<file path="config.mk">
export PLATFORM = sky130hd
export DESIGN_NAME = preamble_sync_frame_receiver_core
export DESIGN_NICKNAME = d
export VERILOG_FILES = /design/src/design/pfsr_pkg.sv /design/src/design/pfsr_csr.sv /design/src/design/pfsr_tracker.sv /design/src/design/pfsr_out_reg.sv /design/src/design/preamble_sync_frame_receiver_core.sv
export SDC_FILE = /design/constraint.sdc
export NUM_CORES = 1
export LEC_CHECK = 0
export BUFFER_PORTS_ARGS = -buffer_cell sky130_fd_sc_hd__buf_2
export CORE_MARGIN = 2
export CORE_UTILIZATION = 56
export CTS_BUF_LIST = sky130_fd_sc_hd__clkbuf_4 sky130_fd_sc_hd__clkbuf_8 sky130_fd_sc_hd__clkbuf_16
export CTS_CLUSTER_SIZE = 24
export DETAILED_ROUTE_END_ITERATION = 12
export HOLD_SLACK_MARGIN = 0.08
export PLACE_DENSITY = 0.79
export SLEW_MARGIN = 15
export SYNTH_ARGS = -nofsm -noshare
export SYNTH_HDL_FRONTEND = slang
export SYNTH_SLANG_ARGS = --single-unit
</file>
<file path="constraint.sdc">
create_clock -name clock -period 3.7 [get_ports clock]
set_input_delay 0.185 -clock clock [delete_from_list [all_inputs] [get_ports clock]]
set_output_delay 0.185 -clock clock [all_outputs]
set_load 0.005 [all_outputs]
</file>
<file path="src/design/pfsr_pkg.sv">
// Package for the preamble sync frame receiver: shared constants, register
// indexes and the structs passed between the receiver modules.
// No dependencies.
`timescale 1ns / 1ps

package pfsr_pkg;

   // Largest frame the payload counter can follow.
   localparam int unsigned MAX_FRAME_BYTES = 65536;

   // Field widths.
   localparam int unsigned BYTE_W      = 8;
   localparam int unsigned INDEX_W     = 16;
   localparam int unsigned PREAMBLE_W  = 32;
   localparam int unsigned PRE_LEN_W   = 3;
   localparam int unsigned FRAME_LEN_W = 17;
   localparam int unsigned POS_W       = 2;
   localparam int unsigned CSR_ADDR_W  = 2;
   localparam int unsigned CSR_DATA_W  = 32;
   localparam int unsigned RSP_DATA_W  = BYTE_W + INDEX_W;

   // Register indexes on the configuration port.
   localparam logic [CSR_ADDR_W-1:0] CSR_PREAMBLE    = 2'd0;
   localparam logic [CSR_ADDR_W-1:0] CSR_PREAMBLE_LEN = 2'd1;
   localparam logic [CSR_ADDR_W-1:0] CSR_FRAME_BYTES = 2'd2;

   // Register reset values ("peli", four sync bytes, 16*4*318 payload bytes).
   localparam logic [PREAMBLE_W-1:0]  PREAMBLE_RESET    = 32'h7065_6C69;
   localparam logic [PRE_LEN_W-1:0]   PREAMBLE_LEN_RESET = 3'd4;
   localparam logic [FRAME_LEN_W-1:0] FRAME_BYTES_RESET = 17'(16 * 4 * 318);

   // Largest effective preamble and frame lengths.
   localparam logic [PRE_LEN_W-1:0]   PRE_LEN_MAX   = 3'd4;
   localparam logic [FRAME_LEN_W-1:0] FRAME_LEN_MAX = FRAME_LEN_W'(MAX_FRAME_BYTES);

   // Effective configuration, already clamped to legal ranges.
   typedef struct packed {
      logic [PREAMBLE_W-1:0]  preamble;
      logic [PRE_LEN_W-1:0]   pre_len;
      logic [FRAME_LEN_W-1:0] frame_len;
   } cfg_type;

   // One result item.
   typedef struct packed {
      logic [BYTE_W-1:0]  payload_byte;
      logic [INDEX_W-1:0] byte_index;
      logic               last_of_frame;
   } result_type;

   // Tracker status seen by the top level.
   typedef struct packed {
      logic receiving;
      logic result_valid;
   } status_type;

endpackage

</file>
<file path="src/design/pfsr_csr.sv">
// Configuration registers of the frame receiver and the clamping of the
// lengths to their effective ranges. Depends on pfsr_pkg.
`timescale 1ns / 1ps

module pfsr_csr (
   input  logic                                clock,
   input  logic                                reset,
   input  logic                                csr_we,
   input  logic [pfsr_pkg::CSR_ADDR_W-1:0]     csr_addr,
   input  logic [pfsr_pkg::CSR_DATA_W-1:0]     csr_wdata,
   output pfsr_pkg::cfg_type                   cfg
);

   logic [pfsr_pkg::PREAMBLE_W-1:0]  preamble_ff,  preamble_in;
   logic [pfsr_pkg::PRE_LEN_W-1:0]   pre_len_ff,   pre_len_in;
   logic [pfsr_pkg::FRAME_LEN_W-1:0] frame_len_ff, frame_len_in;

   // Register writes; an index beyond the list is ignored.
   always_comb begin
      preamble_in  = preamble_ff;
      pre_len_in   = pre_len_ff;
      frame_len_in = frame_len_ff;
      if (csr_we) begin
         unique case (csr_addr)
            pfsr_pkg::CSR_PREAMBLE:     preamble_in = csr_wdata;
            pfsr_pkg::CSR_PREAMBLE_LEN: pre_len_in  = csr_wdata[pfsr_pkg::PRE_LEN_W-1:0];
            pfsr_pkg::CSR_FRAME_BYTES:  frame_len_in = csr_wdata[pfsr_pkg::FRAME_LEN_W-1:0];
            default: ;
         endcase
      end
   end

   always_ff @(posedge clock) begin
      if (reset) begin
         preamble_ff  <= pfsr_pkg::PREAMBLE_RESET;
         pre_len_ff   <= pfsr_pkg::PREAMBLE_LEN_RESET;
         frame_len_ff <= pfsr_pkg::FRAME_BYTES_RESET;
      end else begin
         preamble_ff  <= preamble_in;
         pre_len_ff   <= pre_len_in;
         frame_len_ff <= frame_len_in;
      end
   end

   // Zero lengths count as one; lengths above the maximum saturate.
   always_comb begin
      cfg.preamble = preamble_ff;
      if (pre_len_ff == '0) begin
         cfg.pre_len = pfsr_pkg::PRE_LEN_W'(1);
      end else if (pre_len_ff > pfsr_pkg::PRE_LEN_MAX) begin
         cfg.pre_len = pfsr_pkg::PRE_LEN_MAX;
      end else begin
         cfg.pre_len = pre_len_ff;
      end
      if (frame_len_ff == '0) begin
         cfg.frame_len = pfsr_pkg::FRAME_LEN_W'(1);
      end else if (frame_len_ff > pfsr_pkg::FRAME_LEN_MAX) begin
         cfg.frame_len = pfsr_pkg::FRAME_LEN_MAX;
      end else begin
         cfg.frame_len = frame_len_ff;
      end
   end

endmodule

</file>
<file path="src/design/pfsr_tracker.sv">
// Hunt/receive tracker: matches the preamble byte by byte, then numbers the
// payload bytes of one frame. Depends on pfsr_pkg.
`timescale 1ns / 1ps

module pfsr_tracker (
   input  logic                            clock,
   input  logic                            reset,
   input  pfsr_pkg::cfg_type               cfg,
   input  logic                            in_fire,
   input  logic [pfsr_pkg::BYTE_W-1:0]     rx_byte,
   output pfsr_pkg::result_type            result,
   output pfsr_pkg::status_type            status
);

   logic                             receiving_ff, receiving_in;
   logic [pfsr_pkg::POS_W-1:0]       match_pos_ff, match_pos_in;
   logic [pfsr_pkg::INDEX_W-1:0]     count_ff,     count_in;
   logic [pfsr_pkg::BYTE_W-1:0]      expected;
   logic                             pre_done;
   logic                             frame_done;

   // Expected sync byte at the current match position, first byte on top.
   always_comb begin
      unique case (match_pos_ff)
         2'd0:    expected = cfg.preamble[31:24];
         2'd1:    expected = cfg.preamble[23:16];
         2'd2:    expected = cfg.preamble[15:8];
         default: expected = cfg.preamble[7:0];
      endcase
   end

   assign pre_done   = ({1'b0, match_pos_ff} + pfsr_pkg::PRE_LEN_W'(1)) >= cfg.pre_len;
   assign frame_done = ({1'b0, count_ff} + pfsr_pkg::FRAME_LEN_W'(1)) >= cfg.frame_len;

   // Result for a byte taken in receive mode.
   assign result.payload_byte  = rx_byte;
   assign result.byte_index    = count_ff;
   assign result.last_of_frame = frame_done;
   assign status.receiving     = receiving_ff;
   assign status.result_valid  = receiving_ff;

   // State update on each input transfer.
   always_comb begin
      receiving_in = receiving_ff;
      match_pos_in = match_pos_ff;
      count_in     = count_ff;
      if (in_fire) begin
         if (!receiving_ff) begin
            if (rx_byte == expected) begin
               if (pre_done) begin
                  match_pos_in = '0;
                  receiving_in = 1'b1;
                  count_in     = '0;
               end else begin
                  match_pos_in = match_pos_ff + pfsr_pkg::POS_W'(1);
               end
            end else begin
               match_pos_in = '0;
            end
         end else if (frame_done) begin
            receiving_in = 1'b0;
            count_in     = '0;
            match_pos_in = '0;
         end else begin
            count_in = count_ff + pfsr_pkg::INDEX_W'(1);
         end
      end
   end

   always_ff @(posedge clock) begin
      if (reset) begin
         receiving_ff <= 1'b0;
         match_pos_ff <= '0;
         count_ff     <= '0;
      end else begin
         receiving_ff <= receiving_in;
         match_pos_ff <= match_pos_in;
         count_ff     <= count_in;
      end
   end

endmodule

</file>
<file path="src/design/pfsr_out_reg.sv">
// Result register between the tracker and the result channel; holds one
// result while the consumer stalls. Depends on pfsr_pkg.
`timescale 1ns / 1ps

module pfsr_out_reg (
   input  logic                        clock,
   input  logic                        reset,
   input  logic                        load,
   input  pfsr_pkg::result_type        result,
   output logic                        out_valid,
   input  logic                        out_ready,
   output pfsr_pkg::result_type        out_data,
   output logic                        can_take
);

   logic                  valid_ff, valid_in;
   pfsr_pkg::result_type  data_ff;

   // A new result may enter when the register is empty or drains this cycle.
   assign can_take = !valid_ff || out_ready;

   always_comb begin
      if (load) begin
         valid_in = 1'b1;
      end else if (out_ready) begin
         valid_in = 1'b0;
      end else begin
         valid_in = valid_ff;
      end
   end

   always_ff @(posedge clock) begin
      if (reset) begin
         valid_ff <= 1'b0;
      end else begin
         valid_ff <= valid_in;
      end
   end

   // Payload needs no reset.
   always_ff @(posedge clock) begin
      if (load) begin
         data_ff <= result;
      end
   end

   assign out_valid = valid_ff;
   assign out_data  = data_ff;

endmodule

</file>
<file path="src/design/preamble_sync_frame_receiver_core.sv">
// Top level of the preamble sync frame receiver: configuration registers,
// hunt/receive tracker and result register. Depends on pfsr_pkg and submodules.
//
//   Channel   Direction  Handshake         Contents
//   req_      in         tvalid/tready     tdata[7:0] rx_byte
//   rsp_      out        tvalid/tready     tdata: payload_byte, byte_index; tlast
//   csr_      in         we (no wait)      addr selects register, wdata value
//
// One byte is taken per cycle; a payload byte shows on rsp_ in the cycle after
// its transfer, held in a single result register. Hunting bytes give no result.
// req_tready drops only while that register is full and rsp_tready is low.
// Reset is synchronous: the receiver starts hunting with the default registers.
`timescale 1ns / 1ps

module preamble_sync_frame_receiver_core (
   input  logic                                clock,
   input  logic                                reset,
   // tdata: [7:0] rx_byte
   input  logic                                req_tvalid,
   output logic                                req_tready,
   input  logic [pfsr_pkg::BYTE_W-1:0]         req_tdata,
   // tdata: [7:0] payload_byte, [23:8] byte_index
   output logic                                rsp_tvalid,
   input  logic                                rsp_tready,
   output logic [pfsr_pkg::RSP_DATA_W-1:0]     rsp_tdata,
   output logic                                rsp_tlast,
   input  logic                                csr_we,
   input  logic [pfsr_pkg::CSR_ADDR_W-1:0]     csr_addr,
   input  logic [pfsr_pkg::CSR_DATA_W-1:0]     csr_wdata
);

   pfsr_pkg::cfg_type     cfg;
   pfsr_pkg::result_type  result;
   pfsr_pkg::result_type  out_data;
   pfsr_pkg::status_type  status;
   logic                  in_fire;
   logic                  can_take;

   assign req_tready = can_take;
   assign in_fire    = req_tvalid && req_tready;

   pfsr_csr u_csr (
      .clock     (clock),
      .reset     (reset),
      .csr_we    (csr_we),
      .csr_addr  (csr_addr),
      .csr_wdata (csr_wdata),
      .cfg       (cfg)
   );

   pfsr_tracker u_tracker (
      .clock   (clock),
      .reset   (reset),
      .cfg     (cfg),
      .in_fire (in_fire),
      .rx_byte (req_tdata),
      .result  (result),
      .status  (status)
   );

   pfsr_out_reg u_out (
      .clock     (clock),
      .reset     (reset),
      .load      (in_fire && status.result_valid),
      .result    (result),
      .out_valid (rsp_tvalid),
      .out_ready (rsp_tready),
      .out_data  (out_data),
      .can_take  (can_take)
   );

   assign rsp_tdata = {out_data.byte_index, out_data.payload_byte};
   assign rsp_tlast = out_data.last_of_frame;

   // A byte transferred in receive mode always yields a result next cycle.
   a_payload_out: assert property (@(posedge clock) disable iff (reset)
      in_fire && status.receiving |=> rsp_tvalid)
      else $error("payload byte transfer produced no result");

   // Receive mode is entered only on a byte transfer.
   a_enter_on_fire: assert property (@(posedge clock) disable iff (reset)
      $rose(status.receiving) |-> $past(in_fire))
      else $error("receive mode entered without an input transfer");

   // The final payload byte returns the tracker to hunting.
   a_last_ends_frame: assert property (@(posedge clock) disable iff (reset)
      in_fire && status.receiving && result.last_of_frame |=> !status.receiving)
      else $error("tracker kept receiving after the last payload byte");

   // The first result of a frame carries index zero.
   a_first_index: assert property (@(posedge clock) disable iff (reset)
      in_fire && $rose(status.receiving) |-> result.byte_index == '0)
      else $error("frame did not start at index zero");

endmodule

</file>
=== Word-level counts from Yosys, hierarchy flattened ===
Index checks and enable logic that the tools add are counted.

* Output and inout bits: 27
* Bits in registers: 97
* Word-level logic and storage cells: 59
* Input bits: 47

* Reduce and logical (&&, ||, !) cells: 16
* Add/subtract/negate cells: 4
* Order comparisons: 4
* Mux-type cells: 19
* Eq/ne operators: 6

{| class="wikitable"
|+ Operator list
! cell !! number
|-
| 16-bit two-way mux || 4
|-
| 17-bit two-way mux || 2
|-
| 8-bit one-hot mux with 3 select lines || 1
|-
| 16-bit by 1-bit adder with 17-bit output (second input constant) || 1
|-
| 17-bit greater-or-equal comparator || 1
|-
| 17-bit > comparator (second input constant) || 1
|-
| 17-bit logical NOT || 1
|-
| 16-bit by 1-bit adder with 16-bit output (second input constant) || 1
|-
| 8-bit equality test || 1
|-
| 2-bit two-way mux || 4
|-
| 2-bit AND reduction || 4
|-
| 1-bit two-way mux || 6
|-
| 3-bit two-way mux || 2
|-
| 2-bit nonzero test || 3
|-
| 2-bit by 1-bit equality test with 1-bit output (second input constant) || 2
|-
| 2-bit equality test (second input constant) || 2
|-
| 2-bit logical NOT || 2
|-
| 2-bit by 1-bit adder with 3-bit output (second input constant) || 1
|-
| 3-bit greater-or-equal comparator || 1
|-
| 3-bit > comparator (second input constant) || 1
|-
| 3-bit logical NOT || 1
|-
| 3-bit AND reduction || 1
|-
| 2-bit by 1-bit adder with 2-bit output (second input constant) || 1
|-
| 1-bit logical AND || 2
|-
| 3 further kinds || 3
|}

=== Depth between registers and ports, before layout ===
* Word-level depth: 7
* Gate-level depth with buffers: 14
* Depth with buffers taken out: 13

=== Cells and area by module ===
From an unflattened synthesis, not the netlist that was laid out.

* Cells, all modules: 536
* Area, all modules: 4,878.4 um^2

{| class="wikitable"
|+ By module, submodules not included
! module !! times used !! area each (um^2) !! cells each !! sequential area each (um^2)
|-
| pfsr_csr || 1 || 2,085.8 || 255 || 1,041.0
|-
| pfsr_tracker || 1 || 1,983.2 || 250 || 380.4
|-
| pfsr_out_reg || 1 || 797.0 || 29 || 770.7
|-
| preamble_sync_frame_receiver_core || 1 || 12.5 || 2 || 0.0
|}

=== Worst setup path after synthesis ===
No wires, ideal clock.

* Kind: register to register
* Start: register u_tracker.count_ff[0] in the netlist's numbering
* End: register u_out.data_ff, in the netlist u_out.out_data[0], data pin
* Clock period less this slack: 3.307 ns
* Arrival time: 3.052 ns
* Data required time: 3.445 ns
* Cell stages (with the launch flop): 14
* Setup slack: 0.393 ns
* Library setup time: 0.255 ns
* Buffers on the path: 1
* Cell sequence: dfxtp_1 ha_1 and3_1 and3_1 nand3_1 and2_1 or2_2 ha_1 a21o_1 a211o_1 a2111oi_1 o21a_1 buf_2 inv_1

{| class="wikitable"
|+ RTL lines
! what !! line !! source
|-
| start, declared || pfsr_tracker.sv:17 || <nowiki>logic [pfsr_pkg::INDEX_W-1:0] count_ff, count_in;</nowiki>
|-
| start signal, assigned || pfsr_tracker.sv:78 || <nowiki>count_ff <= count_in;</nowiki>
|-
| end signal, assigned || pfsr_out_reg.sv:43 || <nowiki>data_ff <= result;</nowiki>
|-
| end, declared || pfsr_out_reg.sv:17 || <nowiki>pfsr_pkg::result_type data_ff;</nowiki>
|}

=== Final worst setup path ===
* Start: register u_tracker.count_ff[0] in the netlist's numbering
* End: register u_tracker.count_ff[11] in the netlist's numbering

* Cells in the longest elaborated chain, start to end: 4
* Elaborated cells between the ends (all ways): 5
* Those cells by class: add/sub (2); order compare (1); mux (2)

{| class="wikitable"
|+ RTL lines
! what !! line !! source
|-
| 16-bit by 1-bit adder with 17-bit output || pfsr_tracker.sv:33 || <nowiki>assign frame_done = ({1'b0, count_ff} + pfsr_pkg::FRAME_LEN_W'(1)) >= cfg.frame_len;</nowiki>
|-
| 17-bit greater-or-equal comparator || pfsr_tracker.sv:33 ||
|-
| 16-bit two-way mux * || pfsr_tracker.sv:60 || <nowiki>end else if (frame_done) begin</nowiki>
|-
| 16-bit two-way mux * || pfsr_tracker.sv:48 || <nowiki>if (!receiving_ff) begin</nowiki>
|}

Every way passes the cells marked *; elsewhere a longest branch is shown, timed or not.
A chain may end at the register's enable or synchronous reset.

==> results.json <==
{
  "cts_tree": "built",
  "cp-startpoint": "u_tracker.count_ff[0]",
  "synth_warnings": 0,
  "layout_commonest_cell": "nand2_1",
  "syn_area_per_cell_um2": 8.97,
  "hold_ws_ps": 91.5,
  "globalplace.congestion": 0.854,
  "pin_count": 74,
  "crit_path_end": "u_tracker.count_ff[11]",
  "grt_use_met2": 0.431,
  "final_area_um2": 5500,
  "slew_viol_final": 0,
  "cts_root_buf": "clkbuf_8",
  "r2r_start": "u_tracker.count_ff[0]",
  "status": "finished clean",
  "grt_use_met3": 0.0321,
  "cts_buffer_depth": 2,
  "ys.flop_type": "dfxtp_1",
  "synth_edf_count": 25,
  "die_area_um2": 8820,
  "power_leakage_uw": 0.00242,
  "syn_inst": 505,
  "arrival_ps": 3760,
  "seq_area_frac_synth": 0.484,
  "maxCapViolCount": 0,
  "fin_tns_setup_ps": 0,
  "path_max_fanout": 10,
  "wire_per_inst_um": 15.4,
  "cts_num_sinks": 97,
  "hpwl_mm": 7.55,
  "peakVddDrop_v": 0.000197,
  "rrSetupSlack_ps": 230,
  "worst_hold_path_type": "in -> reg",
  "cp-end-kind": "flip-flop",
  "firstDrtPassIters": 5,
  "vias": 4062,
  "critPathLaunchType": "flip-flop",
  "fin_nets": 677,
  "crit_type": "reg -> reg",
  "initial_core_util": 0.583,
  "ant_nets": 0,
  "yosys.cell_types.count": 42,
  "place_area_um2": 4950,
  "synth_seq_cells": 97,
  "worst_pin_slew_ps": 924,
  "std_cell_rows": 32,
  "finalCritPeriodShare": 0.938,
  "async_reset_ff_frac": 0,
  "required_ps": 3990,
  "cts_max_level": 3,
  "syn_to_final_growth_pct": 21.5,
  "grt_pass1_wl_mm": 17.7,
  "p_per_area_nw_per_um2": 351,
  "fmax_ghz": 0.288,
  "slew-limit-headroom": 0.384,
  "r2r_end": "u_tracker.count_ff[11]",
  "timing.final.crit_period_ps": 3470,
  "grt.busiest_layer": "met2",
  "power_uw": 1930,
  "fp.dieW_um": 93.9,
  "met1_usage": 0.346,
  "clock_latency_ps": 360,
  "grt.total_usage": 0.259,
  "clk_pin_slew_ps": 100,
  "utilization": 0.708,
  "final_hold_viol_count": 0,
  "core-area_um2": 7770,
  "numCtsBuffers": 9,
  "min-delay-start": "csr_wdata[8]",
  "grt_max_degree": 38,
  "setup_violations": 0,
  "antenna_found_initial": 0,
  "place.port_buffers": 73,
  "synth.cell_area_um2": 4530,
  "syn_nets": 577,
  "routed_wl_mm": 11.0,
  "num_antenna_cells": 0,
  "grt_pass1_vias": 3742,
  "rr_worst_depth": 14,
  "drc_errors": 0,
  "die_y_um": 93.9,
  "layout-drive-gt1-share": 0.182,
  "drtIter0Drc": 327,
  "grt_overflow_total": 0,
  "final_cell_mix": "nand2_1 (141), buf_2 (73), dfxtp_1 (72)",
  "vias_per_cell": 5.71,
  "fin_skew_ps": 14.7
}
## report_power, final
| group | internal [uW] | leakage (uW) | switching (uW) | total, uW |
|---|---|---|---|---|
| Combinational | 77.4 | 0.00147 | 85.6 | 163 |
| Clock | 285 | 0.000100 | 363 | 648 |
| Sequential | 1110 | 0.000855 | 14.3 | 1120 |
## state kept, by name (all words and copies together), names as in the netlist
register and count:
u_csr.pre_len_ff 3, u_tracker.count_ff 16, u_out.out_data 25, u_out.out_valid 1
u_csr.preamble_ff 32, u_tracker.match_pos_ff 2, u_csr.frame_len_ff 17, u_tracker.receiving_ff 1
## area by class of cell
class / instances / area [um2]
sequential: 97 / 2190
timing repair buffer: 112 / 746
clock buffer: 11 / 151
multi-input combinational: 366 / 2180
tap: 102 / 128
clock inverter: 5 / 36.3
fill: 618 / 2260
inverter: 19 / 71.3
## worst min-delay path by stage
| stage | to | slack (ps) | cells after the start |
|---|---|---|---|
| after floorplan | u_out.out_data[17] | 280 | 0 |
| final | u_csr.preamble_ff[8] | 90 | 3 |
| after global routing | u_csr.preamble_ff[9] | 80 | 3 |
| after CTS | u_csr.preamble_ff[8] | 80 | 3 |
| after detailed placement | u_csr.preamble_ff[29] | 400 | 3 |
| after global placement | u_csr.preamble_ff[30] | 390 | 3 |
## cell families (layout without fill, tap and decap cells)
kind of cell,Yosys count,count (layout),synth area share
flops,97,97,0.484
xor+xnor,15,15,0.0290
simple gates,226,226,0.225
buf+inv,42,147,0.0381
mux,10,10,0.0221
fa+ha+maj,25,25,0.0691
compound gates,90,90,0.133
## timing repair
action | CTS | global route
gates resized for setup | 0 | 2
setup buffers | 0 | 0
hold buffers | 35 | 0
endpoints found under the setup margin | 0 | 20
hold endpoints to repair | 41 | 0
## cells in the mapped netlist, types with 2 or more instances
master     number  area (um2)
and3_1          5        31.3
nand4_1         7        43.8
clkbuf_1       18        67.6
nand3_1        22         110
ha_1           25         313
nand2_1       141         529
o21ai_0        10        50.1
mux2i_1        10         100
nor2b_1         5        31.3
a211o_1         3        26.3
xor2_1          3        26.3
inv_1          19        71.3
a21oi_1        37         185
nor2_1         14        52.6
or3_1           2        12.5
or2_2           8        50.1
o211ai_1       12        90.1
a222oi_1        8        80.1
o21ai_2         2        17.5
nand2b_1        2        12.5
dfxtp_1        72        1440
and2_1          7        43.8
nand3b_1        2        15.0
o2bb2ai_1       8        70.1
xnor2_1        12         105
edfxtp_1       25         751
a21o_1          5        37.5
buf_2           3        15.0
nor4_1          5        31.3
## metrics by stage
stage	cells	worst slack (ps)
finish	712	229
detailed placement	661	127
global placement	661	287
CTS	712	54.1
floorplan	505	393
global route	712	-68.6
## per-layer routing
layer	vias to the layer above	wire length (um)
li1	1957	-
met2	168	5330
met5	-	0
met4	0	162
met1	1925	4780
met3	12	720
## critical path: stages, from the launching register on
cell       delay [ps]
dfxtp_1           470
ha_1              230
and3_1            200
and3_1            220
nand3_1           110
and2_1            190
or2_2             290
ha_1              310
a21o_1            190
a211o_1           320
a2111oi_2         260
o21a_1            200
buf_4             190
o211ai_1          110
o21ai_0           120
(Power assumes the default switching activity.)
